## config.mk

```make
export PLATFORM = sky130hd
export DESIGN_NAME = jetp_div
export DESIGN_NICKNAME = d
export VERILOG_FILES = /design/src/rtl/core/julia_escape_time_pixel_macros.svh /design/src/rtl/core/jetp_div.sv
export SDC_FILE = /design/constraint.sdc
export NUM_CORES = 1
export LEC_CHECK = 0
export BUFFER_PORTS_ARGS = -buffer_cell sky130_fd_sc_hd__buf_4
export CAP_MARGIN = 20
export CELL_PAD_IN_SITES_DETAIL_PLACEMENT = 0
export CELL_PAD_IN_SITES_GLOBAL_PLACEMENT = 1
export CORE_ASPECT_RATIO = 0.9
export CORE_MARGIN = 1.5
export CORE_UTILIZATION = 42
export CTS_CLUSTER_SIZE = 30
export DETAILED_ROUTE_END_ITERATION = 12
export PLACE_DENSITY = 0.87
export RECOVER_POWER = 25
export SLEW_MARGIN = 40
export SYNTH_ARGS = -nofsm -noshare
export SYNTH_HDL_FRONTEND = slang
export SYNTH_SLANG_ARGS = --single-unit
```

## constraint.sdc

```tcl
create_clock -name i_clk -period 2.5 [get_ports i_clk]
set_input_delay 0.375 -clock i_clk [delete_from_list [all_inputs] [get_ports i_clk]]
set_output_delay 0.375 -clock i_clk [all_outputs]
set_load 0.03 [all_outputs]
```

## src/rtl/core/julia_escape_time_pixel_macros.svh

```systemverilog
// Assertion macros shared by the escape-time pixel RTL.
// Expects i_clk and active-low i_rst_n in the including module.
`ifndef JULIA_ESCAPE_TIME_PIXEL_MACROS_SVH
`define JULIA_ESCAPE_TIME_PIXEL_MACROS_SVH

// same-cycle implication
`define JETP_ASSERT_NOW(lbl, ante, cons, msg) \
    lbl: assert property (@(posedge i_clk) disable iff (!i_rst_n) (ante) |-> (cons)) \
        else $error(msg);

// next-cycle implication
`define JETP_ASSERT_NEXT(lbl, ante, cons, msg) \
    lbl: assert property (@(posedge i_clk) disable iff (!i_rst_n) (ante) |=> (cons)) \
        else $error(msg);

`endif

```

## src/rtl/core/jetp_div.sv

```systemverilog
// Restoring divider, one quotient bit per cycle, for the palette index.
// 8-bit divisor. Uses no package items.
`timescale 1ns / 1ps

module jetp_div #(
    parameter int NUM_W = 19
) (
    input  logic               i_clk,
    input  logic               i_rst_n,
    input  logic               i_start,
    input  logic [NUM_W-1:0]   i_num,
    input  logic [7:0]         i_den,
    output logic               o_done,
    output logic [NUM_W-1:0]   o_quot
);

    localparam int CNT_W = $clog2(NUM_W + 1);

    logic               r_busy;
    logic               r_done;
    logic [CNT_W-1:0]   r_cnt;
    logic [NUM_W-1:0]   r_quot;
    logic [7:0]         r_rem;
    logic [7:0]         r_den;

    logic [8:0]         n_trial;
    logic               n_ge;
    logic [7:0]         n_rem;

    always_comb begin
        n_trial = {r_rem, r_quot[NUM_W-1]};
        n_ge    = n_trial >= {1'b0, r_den};
        n_rem   = n_ge ? 8'(n_trial - {1'b0, r_den}) : n_trial[7:0];
    end

    always_ff @(posedge i_clk) begin
        if (!i_rst_n) begin
            r_busy <= 1'b0;
            r_done <= 1'b0;
            r_cnt  <= '0;
        end else begin
            r_done <= 1'b0;
            if (i_start) begin
                r_busy <= 1'b1;
                r_cnt  <= '0;
            end else if (r_busy) begin
                r_cnt <= r_cnt + 1'b1;
                if (r_cnt == CNT_W'(NUM_W - 1)) begin
                    r_busy <= 1'b0;
                    r_done <= 1'b1;
                end
            end
        end
    end

    always_ff @(posedge i_clk) begin
        if (i_start) begin
            r_quot <= i_num;
            r_rem  <= '0;
            r_den  <= i_den;
        end else if (r_busy) begin
            r_quot <= {r_quot[NUM_W-2:0], n_ge};
            r_rem  <= n_rem;
        end
    end

    assign o_done = r_done;
    assign o_quot = r_quot;

endmodule

```

# Word-level counts from Yosys, hierarchy flattened
# Cells that the tools add are included.
# Widths: inputs -> output; s select.
# totals
regBits	42
input_bits	30
# classes
eq_ne	1
reduce_logical	3
order_cmp	1
bitwise_logic	2
mux	7
n_addsub	2
# op_table
op	n
$mux 19	2
$ge 9x8->1	1
$mux 8	1
$sub 8x8->8	1
$add 5x1->5 const B	1
$eq 5x5->1 const B	1
$mux 1	4
$reduce_or 3->1	1
$not 1->1	2
$reduce_bool 2->1	1
$reduce_or 2->1	1

# Depth between registers and ports, before layout
# Gate-level depths: netlist of the first run.
# depth
word_depth	4
ltp_mapped	8

# Least setup slack after synthesis of the first run
# OpenSTA, ideal clock, no wires.
# synth_path
path_type	register to register
start	reg r_quot[18] (netlist: o_quot[18])
end	reg r_rem[6]
setup_slack_ns	0.516
setup_ns	0.119
period_less_slack_ns	1.984
stages_incl_launch_ff	9
arrival_ns	1.864
n_path_buf	0
cell_sequence	edfxtp_1 > inv_1 > ha_1 > fa_1 > nor2b_1 > o211ai_1 > mux2i_1 > o2111a_1 > o31ai_2
# synth_via
elab_chain_len	2
word_cells_on_any_way	3
classes_between	add/sub: 1; order compare: 1; mux: 1
# synth_rtl
item	line	text
start, declared	jetp_div.sv:22	logic [NUM_W-1:0] r_quot;
start signal, assigned	jetp_div.sv:58	r_quot <= i_num;
start signal, assigned	jetp_div.sv:62	r_quot <= {r_quot[NUM_W-2:0], n_ge};
$sub 8x8->8 or $ge 9x8->1 (tied branches)	jetp_div.sv:33, jetp_div.sv:32	
$mux 8 *	jetp_div.sv:33	n_rem = n_ge ? 8'(n_trial - {1'b0, r_den}) : n_trial[7:0];
end signal, assigned	jetp_div.sv:63	r_rem <= n_rem;
end, declared	jetp_div.sv:23	logic [7:0] r_rem;
# Mark *: on every way between the ends. The rest lies on a longest branch, timed or not.
# A chain may end at the register's enable or synchronous reset.

# Worst setup path after layout of the first run
# layout_path
start	reg r_den[5]
end	reg r_rem[2]
# layout_via
elab_chain_len	2
# layout_rtl
item	line	text
start, declared	jetp_div.sv:24	logic [7:0] r_den;
start signal, assigned	jetp_div.sv:60	r_den <= i_den;
$ge 9x8->1	jetp_div.sv:32	n_ge = n_trial >= {1'b0, r_den};
$mux 8	jetp_div.sv:33	
# No other way between the ends.

==> results.yml, run 1 <==
pwr:
  switching_share_pct: 26.22
  power_switching_mw: 0.4443
  powerDensity_nw_per_um2: 643.1
  ir_worst_vdd_uv: 370.3
  pwr-share-seq_pct: 48.8
  clockPowerShare_pct: 31.4
  pwr-share-comb_pct: 19.8
  p_int_mw: 1.250
  p_leak_nw: 1.102
global_routing:
  grt_usage_pct: 14.89
  grt_pass1_wl_um: 6389
  antenna_found_initial: 0
  grt_pass1_vias: 1441
  grt_start_max_net_pins: 35
  grt_overflow: 0
floorplan:
  start_util_pct: 43.39
  ioPinCount: 50
  rows: 24
  fp.dieH_um: 69.84
  dieArea_sq_um: 5395
  die_w_um: 77.26
  coreArea_sq_um: 4805
clocking:
  cts-root-buf: "clkbuf_8"
  ctsHoldBuffers: 0
  htree_num_levels: 2
  post_cts_resized: 0
  cts_tree: "built"
  cts_buffers: 5
  clk_latency_ns: 0.29
  path_clk_slew_ns: 0.09
  cts_sinks: 42
  cts_setup_buffers: 0
  cts.path.max_buffers: 2
place:
  place_hpwl_um: 2938
  port_buffers: 49
  place.gp.congestion: 0.8639
synth:
  yosysSeqAreaShare_pct: 53.30
  ys_types: 37
  synthesis.area_sq_um: 2084
  synth_top_area_cell: "edfxtp_1"
  synth.area.top_cells: "edfxtp_1 (39%), dfxtp_1 (14%), mux2_2 (10%)"
  synthDominantCellAreaShare_pct: 38.90
  yosysWarnings: 0
  yosys_register_bits: 42
  syn_nets: 214
  syn_inst: 173
  synth.avg_cell_area_sq_um: 12.05
sta:
  finalCritPeriodShare_pct: 81.80
  relSlewSlack_pct: 58.95
  clock_skew_ns: 0.009883
  max_freq_mhz: 489.0
  setup_viol: 0
  slew_viol_final: 0
  rsz0062_at_grt: "no"
  tightest_slew_ns: 0.6157
  min_period_ns: 2.045
  finalHoldViolations: 0
  tns_ns: 0
hold_path:
  hold_class: "input port to register"
final_layout:
  nFillCells: 445
  layout.nets: 268
  layout_common_cells: "buf_4 (43), edfxtp_1 (27), mux2_2 (19)"
  drive_gt1_share_pct: 36.84
  layout_commonest_cell: "buf_4"
  final_core_util_pct: 54.84
  antenna_cells: 0
  area_delta_synth_final_pct: 26.41
critical_path:
  critPathArrivalTime_ns: 2.25
  required_ns: 2.70
  crit_path_end_kind: "register"
  cp-start-kind: "register"
  worst-path-max-fanout: 12
  crit_type: "register to register"
run_status:
  status: "complete, no violations"
drt:
  wire_per_inst_um: 13.08
  totalWireLength_um: 3832
  antenna_left: 0
  vias: 1467
  first_pass_iters: 4
  viasPerCell: 5.007
  drtIter0Drc: 81
  drcViolationCount: 0
run:
  cap_viol_max_count: 0
[critical path: stages, from the launching register on]
cell and delay, ns:
edfxtp_1 0.33, inv_1 0.04, ha_1 0.36, and3_1 0.22, nand3_1 0.10, o21ai_2 0.50
mux2i_1 0.15, a211oi_1 0.25
[final timing paths]
path	start	endpoint	slack (ns)	depth (start not counted)
worst max-delay path	r_den[5]$_DFFE_PP_	r_rem[2]$_SDFFE_PP0P_	0.45	7
worst min register to register	r_rem[3]$_SDFFE_PP0P_	r_rem[3]$_SDFFE_PP0P_	0.50	2
worst min-delay path	i_den[6]	r_den[6]$_DFFE_PP_	0.28	1
worst max register to register	r_den[5]$_DFFE_PP_	r_rem[2]$_SDFFE_PP0P_	0.45	7
[Yosys cell counts]
cell type / number
dfxtp_1: 15
o221ai_1: 1
fa_1: 1
o211ai_1: 1
nand2b_1: 4
a211oi_1: 3
buf_2: 1
nor2b_1: 3
a22o_1: 1
o2bb2a_4: 1
nand3_1: 3
a31oi_1: 2
buf_1: 1
o2111a_1: 1
buf_6: 1
mux2i_1: 5
nand2_1: 9
o21ai_2: 1
mux2_2: 19
and3_1: 1
a21oi_1: 3
edfxtp_1: 27
o31ai_2: 1
clkbuf_1: 2
a221oi_2: 1
nor3_1: 3
ha_1: 10
inv_1: 14
a21o_1: 3
xor2_1: 6
nor2_1: 15
nand4_1: 2
or2_2: 3
o21ai_0: 4
o311a_1: 1
o32ai_1: 1
xnor2_1: 3
[power by group through the flow]
stage	sequential [mW]	combinational, mW	clock (mW)
6_report	0.828	0.335	0.531
2_1_floorplan	0.904	0.155	0
4_1_cts	0.829	0.339	0.543
3_3_place_gp	0.843	0.336	0
3_5_place_dp	0.844	0.338	0
5_1_grt	0.835	0.364	0.569
[metal layers]
layer  global-route usage [%]  vias up  wire length (um)
li1                         -      732                 -
met1                    18.67      686              1733
met4                    3.636        0                19
met3                    6.053        2               337
met2                    23.98       47              1742
met5                        0        -                 0
[final cells by class]
cell class / instances / area, sq um / area share, %
Clock buffer: 6 / 72.57 / 2.754
Clock inverter: 2 / 37.54 / 1.424
Inverter: 14 / 52.55 / 1.994
Multi-Input combinational cell: 112 / 893.4 / 33.90
Sequential cell: 42 / 1111 / 42.17
Tap cell: 65 / 81.33 / 3.086
Timing Repair Buffer: 52 / 386.6 / 14.67
[sequential cells by signal (all words and copies together), names as in the netlist]
| name | flops |
|---|---|
| o_quot | 19 |
| r_den | 8 |
| r_rem | 8 |
| r_cnt | 5 |
| o_done | 1 |
| r_busy | 1 |
[cell families (layout without fill, tap and decap cells)]
logic type      after synthesis  after routing  share of synthesized area [%]
simple gates                 43             43                          9.663
mux                          24             24                          12.67
compound gates               25             25                          9.784
xor+xnor                      9              9                          3.782
flops                        42             42                          53.30
buf+inv                      19             74                          3.841
fa+ha+maj                    11             11                          6.963
[per-stage QoR]
step                      std cells  power [mW]  setup slack, ns  area (sq um)  hold slack [ns]
after global placement          285       1.179           0.5192          2529           0.4769
after global routing            293       1.768           0.2619          2635           0.2654
after floorplan                 173       1.059           0.5163          2085           0.4526
after detailed placement        285       1.182           0.4836          2529           0.4910
after CTS                       293       1.711           0.4528          2639           0.2480
final                           293       1.695           0.4550          2635           0.2768
Power figures use the tool's default switching activity.
==> run 2: changes to the inputs <==
==> constraint.sdc (replaced) <==
create_clock -name i_clk -period 2 [get_ports i_clk]
set_input_delay 0.3 -clock i_clk [delete_from_list [all_inputs] [get_ports i_clk]]
set_output_delay 0.3 -clock i_clk [all_outputs]
set_load 0.03 [all_outputs]
==> results.yml, run 2 (synthesis results as in run 1) <==
critical_path:
  required_ns: 2.05
  startpoint: "r_rem[5]$_SDFFE_PP0P_"
  crit_family: "compound AO/OA/AOI/OAI gates"
  path_buf_inv: 0
  crit_cells: 5
  cp-start-kind: "register"
  critical_path.max_stage_delay_ns: 0.35
  crit_slowest_cell: "a221oi_2"
  worstReg2RegStart: "r_rem[5]$_SDFFE_PP0P_"
  crit_chain: "ha_1, a21o_1, a221oi_2, o21ai_4, mux2_2"
  reg2reg_depth: 5
  rrSetupSlack_ns: 0.06
  worst-path-max-fanout: 11
  critPathArrivalTime_ns: 1.99
  crit_type: "register to register"
  crit_path_end_kind: "register"
floorplan:
  ioPinCount: 50
  coreArea_sq_um: 4805
  rows: 24
  die_w_um: 77.26
  dieArea_sq_um: 5395
  fp.dieH_um: 69.84
  start_util_pct: 43.39
final_layout:
  final_core_util_pct: 56.35
  largest_reg_flops: 19
  layout_common_cells: "buf_4 (53), edfxtp_1 (27), mux2_2 (19)"
  antenna_cells: 0
  area_delta_synth_final_pct: 29.89
  drive_gt1_share_pct: 40.76
  layout.nets: 278
  layout_commonest_cell: "buf_4"
drt:
  vias: 1482
  drcViolationCount: 0
  wl_met2_um: 1819
  top_layer: "met4"
  first_pass_iters: 4
  wl_met3_um: 358
  wire_per_inst_um: 13.46
  drtIter0Drc: 52
  antenna_left: 0
  wl_met1_um: 1867
  totalWireLength_um: 4077
  viasPerCell: 4.891
sta:
  slew_viol_final: 0
  finalCritPeriodShare_pct: 97.02
  holdWs_ns: 0.2006
  setup_viol: 0
  min_period_ns: 1.940
  tightest_slew_ns: 0.3988
  finalHoldViolations: 0
  clock_skew_ns: 0.005082
  worst_slack_ns: 0.05959
  rsz0062_at_grt: "no"
  max_freq_mhz: 515.4
  relSlewSlack_pct: 73.41
clocking:
  clk_latency_ns: 0.29
  cts.path.max_buffers: 2
  htree_num_levels: 2
  cts_buffers: 5
  path_clk_slew_ns: 0.08
  cts-root-buf: "clkbuf_8"
  cts_tree: "built"
  cts_sinks: 42
pwr:
  p_leak_nw: 1.150
  powerDensity_nw_per_um2: 760.0
  ir_worst_vdd_uv: 550.1
  power_mw: 2.058
global_routing:
  grt_pass1_vias: 1518
  grt_usage_pct: 16.36
  grt_start_max_net_pins: 35
  grt_pass1_wl_um: 6865
  grt_overflow: 0
  antenna_found_initial: 0
place:
  port_buffers: 49
  place_hpwl_um: 3022
  dp_slack_ns: -0.001353
  place.gp.congestion: 0.8339
run:
  cap_viol_max_count: 0
hold_path:
  holdCritStartpoint: "i_den[3]"
  hold_class: "input port to register"
  min_path_cells: 1
run_status:
  status: "complete, no violations"
[run 2: what timing repair did]
item                                    in CTS  in global routing
gates resized for setup                      1                  2
setup buffers                                0                  1
hold buffers                                 0                  0
endpoints found under the setup margin       1                  4
[run 2: per-stage QoR]
step | setup TNS (ns) | instance area (sq um) | cells
after global placement | 0 | 2596 | 294
after floorplan | 0 | 2085 | 173
final | 0 | 2708 | 303
after CTS | 0 | 2699 | 302
after global routing | 0 | 2708 | 303
after detailed placement | -0.001353 | 2596 | 294
[run 2: area by class of cell]
class / instances / area [sq um]
clock buffers: 6 / 82.58
clock inverters: 2 / 12.51
fillers: 420 / 2097
inverters: 14 / 52.55
multi-input cells: 112 / 905.9
flip-flops and latches: 42 / 1111
well taps: 65 / 81.33
repair buffers: 62 / 461.7
[run 2: power by group]
part | total [mW] | switching (mW) | leakage [nW] | internal, mW
logic | 0.447 | 0.238 | 0.710 | 0.209
clock network | 0.577 | 0.299 | 0.0472 | 0.278
registers | 1.03 | 0.0345 | 0.392 | 0.999
[run 2: final timing paths]
path / endpoint
setup / recovery: o_quot[0]$_DFFE_PP_
hold / removal: r_den[3]$_DFFE_PP_
setup reg to reg: o_quot[0]$_DFFE_PP_
hold reg to reg: r_rem[3]$_SDFFE_PP0P_
[run 2: routing by layer]
metal,track usage [%],up-vias
met5,0,-
li1,-,752
met1,21.00,678
met3,7.632,4
met2,24.66,48
met4,4.848,0
[run 2: worst reg2reg max path: cells and delay by family, from the launching register on]
family | cells | cell delay, ns
mux | 1 | 0.30
fa+ha+maj | 1 | 0.33
flops | 1 | 0.34
compound gates | 3 | 0.73
